===== config.mk =====
export PLATFORM = sky130hd
export DESIGN_NAME = jpeg_frame_size_scanner
export DESIGN_NICKNAME = d
export VERILOG_FILES = /design/src/design/jfss_pkg.sv /design/src/design/jpeg_frame_size_scanner.sv /design/src/design/jfss_marker_class.sv
export SDC_FILE = /design/constraint.sdc
export NUM_CORES = 1
export LEC_CHECK = 0
export ABC_AREA = 1
export BUFFER_PORTS_ARGS = -buffer_cell sky130_fd_sc_hd__buf_2
export CAP_MARGIN = 15
export CORE_ASPECT_RATIO = 0.75
export CORE_MARGIN = 2
export CORE_UTILIZATION = 32
export DETAILED_ROUTE_END_ITERATION = 7
export PLACE_DENSITY = 0.6
export SKIP_CTS_REPAIR_TIMING = 1
export SYNTH_ARGS = -nofsm -noshare
export SYNTH_HDL_FRONTEND = slang
export SYNTH_SLANG_ARGS = --single-unit

===== constraint.sdc =====
create_clock -name clk -period 6.3 [get_ports clk]
set_clock_uncertainty 0.05 [all_clocks]
set_input_delay 1.26 -clock clk [delete_from_list [all_inputs] [get_ports clk]]
set_output_delay 1.26 -clock clk [all_outputs]
set_load 0.01 [all_outputs]

===== src/design/jfss_pkg.sv =====
package jfss_pkg;

    localparam logic [2:0] ST_FOUND     = 3'd0;
    localparam logic [2:0] ST_BAD_START = 3'd1;
    localparam logic [2:0] ST_NO_FRAME  = 3'd2;
    localparam logic [2:0] ST_BAD_LEN   = 3'd3;
    localparam logic [2:0] ST_SHORT     = 3'd4;

    localparam logic [7:0] MK_FILL = 8'hFF;
    localparam logic [7:0] MK_SOI  = 8'hD8;
    localparam logic [7:0] MK_SOS  = 8'hDA;
    localparam logic [7:0] MK_EOI  = 8'hD9;
    localparam logic [7:0] MK_SOF_FIRST = 8'hC0;
    localparam logic [7:0] MK_SOF_LAST  = 8'hCF;
    localparam logic [7:0] MK_DHT  = 8'hC4;
    localparam logic [7:0] MK_JPG  = 8'hC8;
    localparam logic [7:0] MK_DAC  = 8'hCC;

    typedef struct packed {
        logic is_fill;
        logic is_stop;
        logic is_sof;
    } marker_class_t;

endpackage


===== src/design/jpeg_frame_size_scanner.sv =====
// JPEG frame size scanner.
// Input channel (in_valid / in_ready) carries one file byte per request in
// data_byte, with first_byte marking the start of a file and last_byte its end.
// Output channel (out_valid / out_ready) carries one status request per file:
// status, and image_width / image_height from the frame header (zero unless
// status is found).
// Each byte updates the scan state in the cycle it is taken; a result is
// presented from the output register in the cycle after the byte that caused it.
// Throughput is one byte per cycle: the state update is a single register
// step and the output register accepts a new result whenever it is empty or
// being taken in the same cycle.
// When the receiver stalls with a result pending, in_ready drops until that
// result is taken.
// Reset clears the scan state and the output valid flag; bytes seen before any
// first_byte are taken as the start of a file.
// Bytes after a file's result are dropped until the next first_byte.
module jpeg_frame_size_scanner (
    input  logic        clk,
    input  logic        rst_n,
    input  logic        in_valid,
    output logic        in_ready,
    input  logic [7:0]  data_byte,
    input  logic        first_byte,
    input  logic        last_byte,
    output logic        out_valid,
    input  logic        out_ready,
    output logic [2:0]  status,
    output logic [15:0] image_width,
    output logic [15:0] image_height
);
    import jfss_pkg::*;

    typedef enum logic [3:0] {
        PH_SOI0, PH_SOI1, PH_HUNT, PH_MARK, PH_LENHI, PH_LENLO,
        PH_SKIP, PH_PREC, PH_HHI, PH_HLO, PH_WHI, PH_WLO
    } phase_t;

    phase_t        phase_reg, phase_next;
    logic [15:0]   skip_left_reg, skip_left_next;
    logic [7:0]    high_byte_hold_reg, high_byte_hold_next;
    logic [15:0]   height_hold_reg, height_hold_next;
    logic          is_sof_segment_reg, is_sof_segment_next;
    logic          reported_reg, reported_next;
    logic          out_valid_reg;
    logic [2:0]    status_reg;
    logic [15:0]   width_reg, height_reg;

    logic          in_accept;
    logic          emit;
    logic [2:0]    emit_status;
    logic [15:0]   emit_width, emit_height;
    marker_class_t cls;

    jfss_marker_class u_class (
        .code (data_byte),
        .cls  (cls)
    );

    assign in_ready  = !out_valid_reg || out_ready;
    assign in_accept = in_valid && in_ready;

    always_comb
    begin
        phase_t      ph;
        logic        rep;
        logic [15:0] len;
        ph  = first_byte ? PH_SOI0 : phase_reg;
        rep = first_byte ? 1'b0 : reported_reg;
        len = {high_byte_hold_reg, data_byte};

        phase_next          = ph;
        skip_left_next      = skip_left_reg;
        high_byte_hold_next = high_byte_hold_reg;
        height_hold_next    = height_hold_reg;
        is_sof_segment_next = is_sof_segment_reg;
        emit        = 1'b0;
        emit_status = ST_SHORT;
        emit_width  = '0;
        emit_height = '0;

        if (!rep)
        begin
            unique case (ph)
                PH_SOI0:
                begin
                    if (data_byte != MK_FILL || last_byte)
                    begin
                        emit        = 1'b1;
                        emit_status = ST_BAD_START;
                    end
                    phase_next = PH_SOI1;
                end
                PH_SOI1:
                begin
                    if (data_byte != MK_SOI)
                    begin
                        emit        = 1'b1;
                        emit_status = ST_BAD_START;
                    end
                    phase_next = PH_HUNT;
                end
                PH_HUNT:
                begin
                    if (cls.is_fill)
                    begin
                        phase_next = PH_MARK;
                    end
                end
                PH_MARK:
                begin
                    if (cls.is_stop)
                    begin
                        emit        = 1'b1;
                        emit_status = ST_NO_FRAME;
                    end
                    else if (!cls.is_fill)
                    begin
                        is_sof_segment_next = cls.is_sof;
                        phase_next          = PH_LENHI;
                    end
                end
                PH_LENHI:
                begin
                    high_byte_hold_next = data_byte;
                    phase_next          = PH_LENLO;
                end
                PH_LENLO:
                begin
                    if (len < 16'd2)
                    begin
                        emit        = 1'b1;
                        emit_status = ST_BAD_LEN;
                    end
                    else if (is_sof_segment_reg)
                    begin
                        phase_next = PH_PREC;
                    end
                    else
                    begin
                        skip_left_next = len - 16'd2;
                        phase_next     = (len != 16'd2) ? PH_SKIP : PH_HUNT;
                    end
                end
                PH_SKIP:
                begin
                    skip_left_next = skip_left_reg - 16'd1;
                    if (skip_left_reg == 16'd1)
                    begin
                        phase_next = PH_HUNT;
                    end
                end
                PH_PREC:
                begin
                    phase_next = PH_HHI;
                end
                PH_HHI:
                begin
                    high_byte_hold_next = data_byte;
                    phase_next          = PH_HLO;
                end
                PH_HLO:
                begin
                    height_hold_next = len;
                    phase_next       = PH_WHI;
                end
                PH_WHI:
                begin
                    high_byte_hold_next = data_byte;
                    phase_next          = PH_WLO;
                end
                PH_WLO:
                begin
                    emit        = 1'b1;
                    emit_status = ST_FOUND;
                    emit_width  = len;
                    emit_height = height_hold_reg;
                end
                default:
                begin
                    phase_next = PH_HUNT;
                end
            endcase
            if (!emit && last_byte)
            begin
                emit        = 1'b1;
                emit_status = ST_SHORT;
            end
        end
        reported_next = rep || emit;
    end

    always_ff @(posedge clk or negedge rst_n)
    begin
        if (!rst_n)
        begin
            phase_reg          <= PH_SOI0;
            skip_left_reg      <= '0;
            high_byte_hold_reg <= '0;
            height_hold_reg    <= '0;
            is_sof_segment_reg <= 1'b0;
            reported_reg       <= 1'b0;
            out_valid_reg      <= 1'b0;
        end
        else
        begin
            if (in_accept)
            begin
                phase_reg          <= phase_next;
                skip_left_reg      <= skip_left_next;
                high_byte_hold_reg <= high_byte_hold_next;
                height_hold_reg    <= height_hold_next;
                is_sof_segment_reg <= is_sof_segment_next;
                reported_reg       <= reported_next;
            end
            if (in_accept && emit)
            begin
                out_valid_reg <= 1'b1;
            end
            else if (out_ready)
            begin
                out_valid_reg <= 1'b0;
            end
        end
    end

    always_ff @(posedge clk)
    begin
        if (in_accept && emit)
        begin
            status_reg <= emit_status;
            width_reg  <= emit_width;
            height_reg <= emit_height;
        end
    end

    assign out_valid    = out_valid_reg;
    assign status       = status_reg;
    assign image_width  = width_reg;
    assign image_height = height_reg;

    a_size_zero_on_fail: assert property (@(posedge clk) disable iff (!rst_n)
        out_valid && status != ST_FOUND |-> image_width == 16'd0 && image_height == 16'd0)
        else $error("size not zero on failure status");

    a_one_per_file: assert property (@(posedge clk) disable iff (!rst_n)
        in_accept && reported_reg && !first_byte |-> !emit)
        else $error("second result for one file");

    a_last_reports: assert property (@(posedge clk) disable iff (!rst_n)
        in_accept && last_byte && (first_byte || !reported_reg) |-> emit)
        else $error("file ended without a result");

    a_stall_only: assert property (@(posedge clk) disable iff (!rst_n)
        !in_ready |-> out_valid && !out_ready)
        else $error("input stalled without a pending result");

endmodule


===== src/design/jfss_marker_class.sv =====
module jfss_marker_class (
    input  logic [7:0]             code,
    output jfss_pkg::marker_class_t cls
);
    import jfss_pkg::*;

    always_comb
    begin
        cls.is_fill = (code == MK_FILL);
        cls.is_stop = (code == MK_SOS) || (code == MK_EOI);
        cls.is_sof  = (code >= MK_SOF_FIRST) && (code <= MK_SOF_LAST)
                      && (code != MK_DHT) && (code != MK_JPG) && (code != MK_DAC);
    end

endmodule


# ---- After elaboration in Yosys (flattened, before gate mapping)
# Index checks and enable logic that the tools add are counted.
dict set report classes {
  add_sub_neg 2
  order_cmp 3
  eq_ne 23
  muxes 29
  bitwise_logic 4
  n_reduce_logical 23
}
# operator n
set op_table {}
lappend op_table {{$pmux W4 S11} 1}
lappend op_table {{$ne A8 B8 Y1 const B} 5}
lappend op_table {{$mux W16} 2}
lappend op_table {{$pmux W16 S2} 1}
lappend op_table {{$mux W4} 7}
lappend op_table {{$eq A8 B8 Y1 const B} 3}
lappend op_table {{$mux W3} 6}
lappend op_table {{$eq A16 B1 Y1 const B} 1}
lappend op_table {{$eq A4 B3 Y1 const B} 4}
lappend op_table {{$eq A4 B4 Y1 const B} 4}
lappend op_table {{$lt A16 B2 Y1 const B} 1}
lappend op_table {{$ne A16 B2 Y1 const B} 1}
lappend op_table {{$sub A16 B1 Y16 const B} 1}
lappend op_table {{$sub A16 B2 Y16 const B} 1}
lappend op_table {{$pmux W3 S5} 1}
lappend op_table {{$mux W1} 10}
lappend op_table {{$reduce_and A5 Y1} 2}
lappend op_table {{$eq A4 B2 Y1 const B} 2}
lappend op_table {{$ge A8 B8 Y1 const B} 1}
lappend op_table {{$le A8 B8 Y1 const B} 1}
lappend op_table {{$logic_and A1 B1 Y1} 7}
lappend op_table {{$reduce_and A3 Y1} 2}
lappend op_table {{$pmux W1 S5} 1}
lappend op_table {{$eq A4 B1 Y1 const B} 1}
lappend op_table {{8 further kinds} 18}
dict set report word_totals {
  register_bits 82
  input_bits 14
  output_inout_bits 37
  wordCells 94
}

# ---- Longest topological paths before layout
dict set report logic_depth {
  ltp_word 11
  ltp_mapped 12
  depth_no_buf 12
}

# ---- Hierarchy
# From an unflattened synthesis, not the netlist that was laid out.
dict set report hier_totals {
  hier_cells 574
  hier_area_um2 4464.3
}
# mod instances cells_per_inst area_per_inst_um2 seq_area_each_um2
set by_module_without_submodules {}
lappend by_module_without_submodules {jpeg_frame_size_scanner 1 559 4398.0 2227.1}
lappend by_module_without_submodules {jfss_marker_class 1 15 66.3 0.0}

# ---- Worst setup path before layout
# OpenSTA, ideal clock, no wires.
dict set report synth_timing {
  kind {input-to-reg}
  from {in first_byte}
  to {reg height_reg[0], in the netlist image_height[0] (enable)}
  setup_ns 0.390
  arrival_time_ns 2.788
  t_required_ns 5.860
  path_slack_ns 3.072
  path_stages 9
  path_buffers 0
  cell_sequence {inv_2 -> nand3_1 -> nor2_2 -> nand3_1 -> nand2_1 -> nor2_1 -> nand2_1 -> nand2_1 -> inv_1}
}
dict set report synth_via {
  elab_chain_cells 9
  elab_cells_between_ends 14
  classes_between {eq/ne: 4; mux: 6; reduce/logical: 4}
}
# element line
set synth_lines {}
lappend synth_lines {{start, declared} jpeg_frame_size_scanner.sv:23} ;# input logic first_byte,
lappend synth_lines {{$mux W4} jpeg_frame_size_scanner.sv:67} ;# ph = first_byte ? PH_SOI0 : phase_reg;
lappend synth_lines {{$eq A4 B4 Y1, or another cell as far along} jpeg_frame_size_scanner.sv:83} ;# unique case (ph)
lappend synth_lines {{$pmux W1 S5} jpeg_frame_size_scanner.sv:83}
lappend synth_lines {{$mux W1} jpeg_frame_size_scanner.sv:81} ;# if (!rep)
lappend synth_lines {{$logic_not A1 Y1} jpeg_frame_size_scanner.sv:183} ;# if (!emit && last_byte)
lappend synth_lines {{$logic_and A1 B1 Y1} jpeg_frame_size_scanner.sv:183}
lappend synth_lines {{$mux W1} jpeg_frame_size_scanner.sv:183}
lappend synth_lines {{$mux W1 (*)} jpeg_frame_size_scanner.sv:81}
lappend synth_lines {{$logic_and A1 B1 Y1 (*)} jpeg_frame_size_scanner.sv:228} ;# if (in_accept && emit)
lappend synth_lines {{end signal, assigned} jpeg_frame_size_scanner.sv:232} ;# height_reg <= emit_height;
lappend synth_lines {{end, declared} jpeg_frame_size_scanner.sv:46} ;# logic [15:0] width_reg, height_reg;
# Mark *: on every way between the ends. The rest lies on a longest branch, timed or not. The select of a mux whose other input is x is not followed.
# A chain may end at the register's enable or synchronous reset.

# ---- Worst setup path in the final report
dict set report layout_timing {
  from {in data_byte[1]}
  to {reg width_reg[10], in the netlist image_width[10] (enable)}
}
dict set report layout_via {
  elab_chain_cells 10
  elab_cells_between_ends 18
  classes_between {order compare: 1; eq/ne: 4; mux: 8; reduce/logical: 5}
}
# element line
set layout_lines {}
lappend layout_lines {{start, declared} jpeg_frame_size_scanner.sv:22} ;# input logic [7:0] data_byte,
lappend layout_lines {{branches (longest 3 deep; another with $lt A16 B2 Y1)} -}
lappend layout_lines {{$pmux W1 S5 (*)} jpeg_frame_size_scanner.sv:83}
lappend layout_lines {{$mux W1 (*)} jpeg_frame_size_scanner.sv:81}
lappend layout_lines {{$logic_not A1 Y1} jpeg_frame_size_scanner.sv:183}
lappend layout_lines {{$logic_and A1 B1 Y1} jpeg_frame_size_scanner.sv:183}
lappend layout_lines {{$mux W1 (*)} jpeg_frame_size_scanner.sv:183}
lappend layout_lines {{$mux W1 (*)} jpeg_frame_size_scanner.sv:81}
lappend layout_lines {{$logic_and A1 B1 Y1 (*)} jpeg_frame_size_scanner.sv:228}
lappend layout_lines {{end signal, assigned} jpeg_frame_size_scanner.sv:231} ;# width_reg <= emit_width;
lappend layout_lines {{end, declared} jpeg_frame_size_scanner.sv:46}
# Every way passes the cells marked *. The select of a mux whose other input is x is not followed.

==> metrics.yaml <==
global_routing:
  grt_start_max_net_pins: 48
  grt_pass1_vias: 3565
  grt_pass1_wl_um: 18300
  antenna_found_initial: 0
  grt-ovfl-total: 0
  grt_usage_pct: 15.7
pwr:
  power_uw: 1810
  powerDensity_nw_per_um2: 355
  p_leak_uw: 0.00235
  combPwrFrac_pct: 30.1
  p_sw_share_pct: 38.4
  seqPwrFrac_pct: 42.0
  p_int_uw: 1110
  p_switching_uw: 693
  vdd_drop_max_mv: 0.146
  p_clk_share_pct: 27.9
yosys:
  ys_seq_area_share_pct: 51.0
  syn_area_per_cell_um2: 7.74
  synth_cell_types: 33
  yosys_register_bits: 82
  yosysWarnings: 0
  synth_nets: 582
  syn_inst: 564
  synth_area_um2: 4370
hold_path:
  whs_endpoint: "height_hold_reg[9]"
  hold_depth: 2
  hold_path_class: "register to register"
  worstHoldStart: "height_hold_reg[9]"
worst_setup_path:
  critPathRequiredTime_ns: 6.24
  worst-r2r-setup-slack_ns: 3.99
  path_max_fanout: 35
  reg2reg_to: "image_width[10]"
  cp-end-kind: "register"
  cp.arrival_ns: 2.91
  worst-setup-path-type: "input pin to register"
  start_kind: "input pin"
  rr_worst_depth: 9
  reg2reg_from: "phase_reg[2]"
timing:
  layout_setup_ws_ns: 3.33
  post-route-period-util_pct: 47.1
  tightest_slew_ns: 0.877
  slew_headroom_pct: 41.5
  fin_setup_tns_ns: 0
  final-max-slew-violation-count: 0
  hold_viol: 0
  period_needed_ns: 2.97
  setup_viol_count_final: 0
  fmax_mhz: 337
  rsz0062_at_grt: "no"
finish:
  diodes: 0
  fill_cells: 1386
  drive_above_1_share_pct: 14.7
  regArea_um2: 2230
  fin_area_um2: 5090
  area_growth_pct: 16.6
  fin_nets: 634
  multi_input_comb_area_um2: 1820
placement:
  gp_congestion: 0.905
  pre_cts_slack_ns: 2.89
  hpwl_um: 7910
  port_buffers: 50
  dpl_cell_area_um2: 4780
routing:
  met3_length_um: 1010
  met2_length_um: 4490
  top_layer: "met4"
  avgViaCountPerCell: 4.89
  wl_met1_um: 5260
  drcViolationCount: 0
  drt_iter0_drc: 263
  drt_wl_total_um: 10900
  drtPass1Iterations: 5
  num_vias: 3870
  drt-wirelength-per-cell_um: 13.7
  postRouteAntennaNets: 0
status:
  outcome: "finished, final reports clean"
clocking:
  cts_buffers: 9
  clock_path_buffers: 2
  cts.sinks: 82
  clkLatencyLatePin_ns: 0.34
  ctsRootBufferMaster: "clkbuf_16"
  path_clk_slew_ns: 0.07
  cts_tree: "built"
  htreeDepth: 3
floorplanning:
  initial_utilization_pct: 33.2
  dieArea_um2: 14600
  die_w_um: 139
  core_um2: 13200
  num_rows: 36
  boundaryPins: 51
  die_y_um: 105
job:
  cap_violations: 0
==> critical path, stage by stage <==
cell,delay (ns)
buf_2,0.12
inv_1,0.21
nand2_2,0.13
nor2_4,0.21
nand3_1,0.17
nand2_1,0.12
nor2_1,0.07
nand2_1,0.08
nand2_1,0.07
inv_1,0.06
buf_4,0.38
==> kinds of logic after synthesis <==
group,count (synthesis),synth area share (%)
and+or+nand+nor,330,31.7
DFF,82,51.0
buffers and inverters,81,7.42
AOI/OAI and AO/OA,61,7.48
xor gates and xnor gates,6,1.20
adders and majority gates,4,1.15
==> cells in the final DEF, fill, tap and decap left out, types with 2 or more instances in the layout <==
cell type / instances
nor2_2: 6
clkinvlp_4: 2
nand2_2: 3
clkinv_2: 2
nand3_1: 42
nand3_2: 2
xor2_1: 5
nand4_1: 6
a21oi_1: 2
inv_1: 64
inv_6: 3
nand2_4: 2
buf_2: 50
dfrtp_1: 47
ha_1: 4
nor3_1: 2
edfxtp_1: 35
o21ai_1: 8
clkbuf_16: 9
inv_2: 4
nor2_4: 2
nand2_1: 168
o21ai_0: 46
nor2_1: 93
buf_4: 2
==> cell type report <==
class / instances / area share (%)
sequential: 82 / 43.7
multi-input combinational: 401 / 35.7
clock buffer: 9 / 4.42
clock inverter: 7 / 1.13
inverter: 69 / 5.11
tap: 171 / 4.20
timing repair buffer: 53 / 5.75
==> power groups by stage <==
| stage | clock [µW] | sequential (µW) | combinational [µW] |
|---|---|---|---|
| after floorplan | 0 | 756 | 374 |
| after global placement | 0 | 765 | 528 |
| after detailed placement | 0 | 764 | 537 |
| after CTS | 515 | 756 | 541 |
| after global routing | 539 | 770 | 630 |
| final | 504 | 759 | 544 |
==> metrics by stage <==
step | util, % | hold slack (ns) | cells
2_1_floorplan | - | 0.392 | 564
3_3_place_gp | 36.4 | 0.412 | 775
3_5_place_dp | 36.4 | 0.423 | 775
4_1_cts | 38.5 | 0.438 | 791
5_1_grt | 38.7 | 0.460 | 792
6_report | 38.7 | 0.435 | 792
==> cell usage after synthesis, drive strengths merged <==
master   count  area (µm²)
dfrtp       47        1180
nand3b       1        7.51
buf          5        37.5
xnor2        1        8.76
nor3b        1        7.51
ha           4        50.1
nand2      173         672
a22oi        1        7.51
and3         1        6.26
nor2       101         409
a21boi       1        7.51
or2          1        6.26
nand3       44         230
clkbuf       7        26.3
nor3         2        10.0
a21oi        3        26.3
a31oi        1        6.26
edfxtp      35        1050
xor2         5        43.8
o21ai       54         270
inv         68         255
clkinv       1        5.00
o2111ai      1        8.76
nand4        6        37.5
==> how the worst max path moves through the flow <==
| stage | end | depth (start not counted) | from | slack (ns) |
|---|---|---|---|---|
| floorplan | image_height[0] | 9 | first_byte | 3.07 |
| finish | image_width[10] | 11 | data_byte[1] | 3.33 |
| global route | image_width[6] | 11 | first_byte | 3.07 |
| CTS | image_width[12] | 6 | first_byte | 3.24 |
| global placement | image_width[12] | 6 | first_byte | 3.00 |
| detailed placement | image_width[12] | 6 | first_byte | 2.89 |
==> layer usage <==
metal  vias to the layer above  global-route usage [%]
li1                       1903                       -
met1                      1773                    23.2
met2                       178                    22.4
met3                        16                    4.03
met4                         0                    4.62
met5                         -                       0
(Power assumes the default switching activity.)
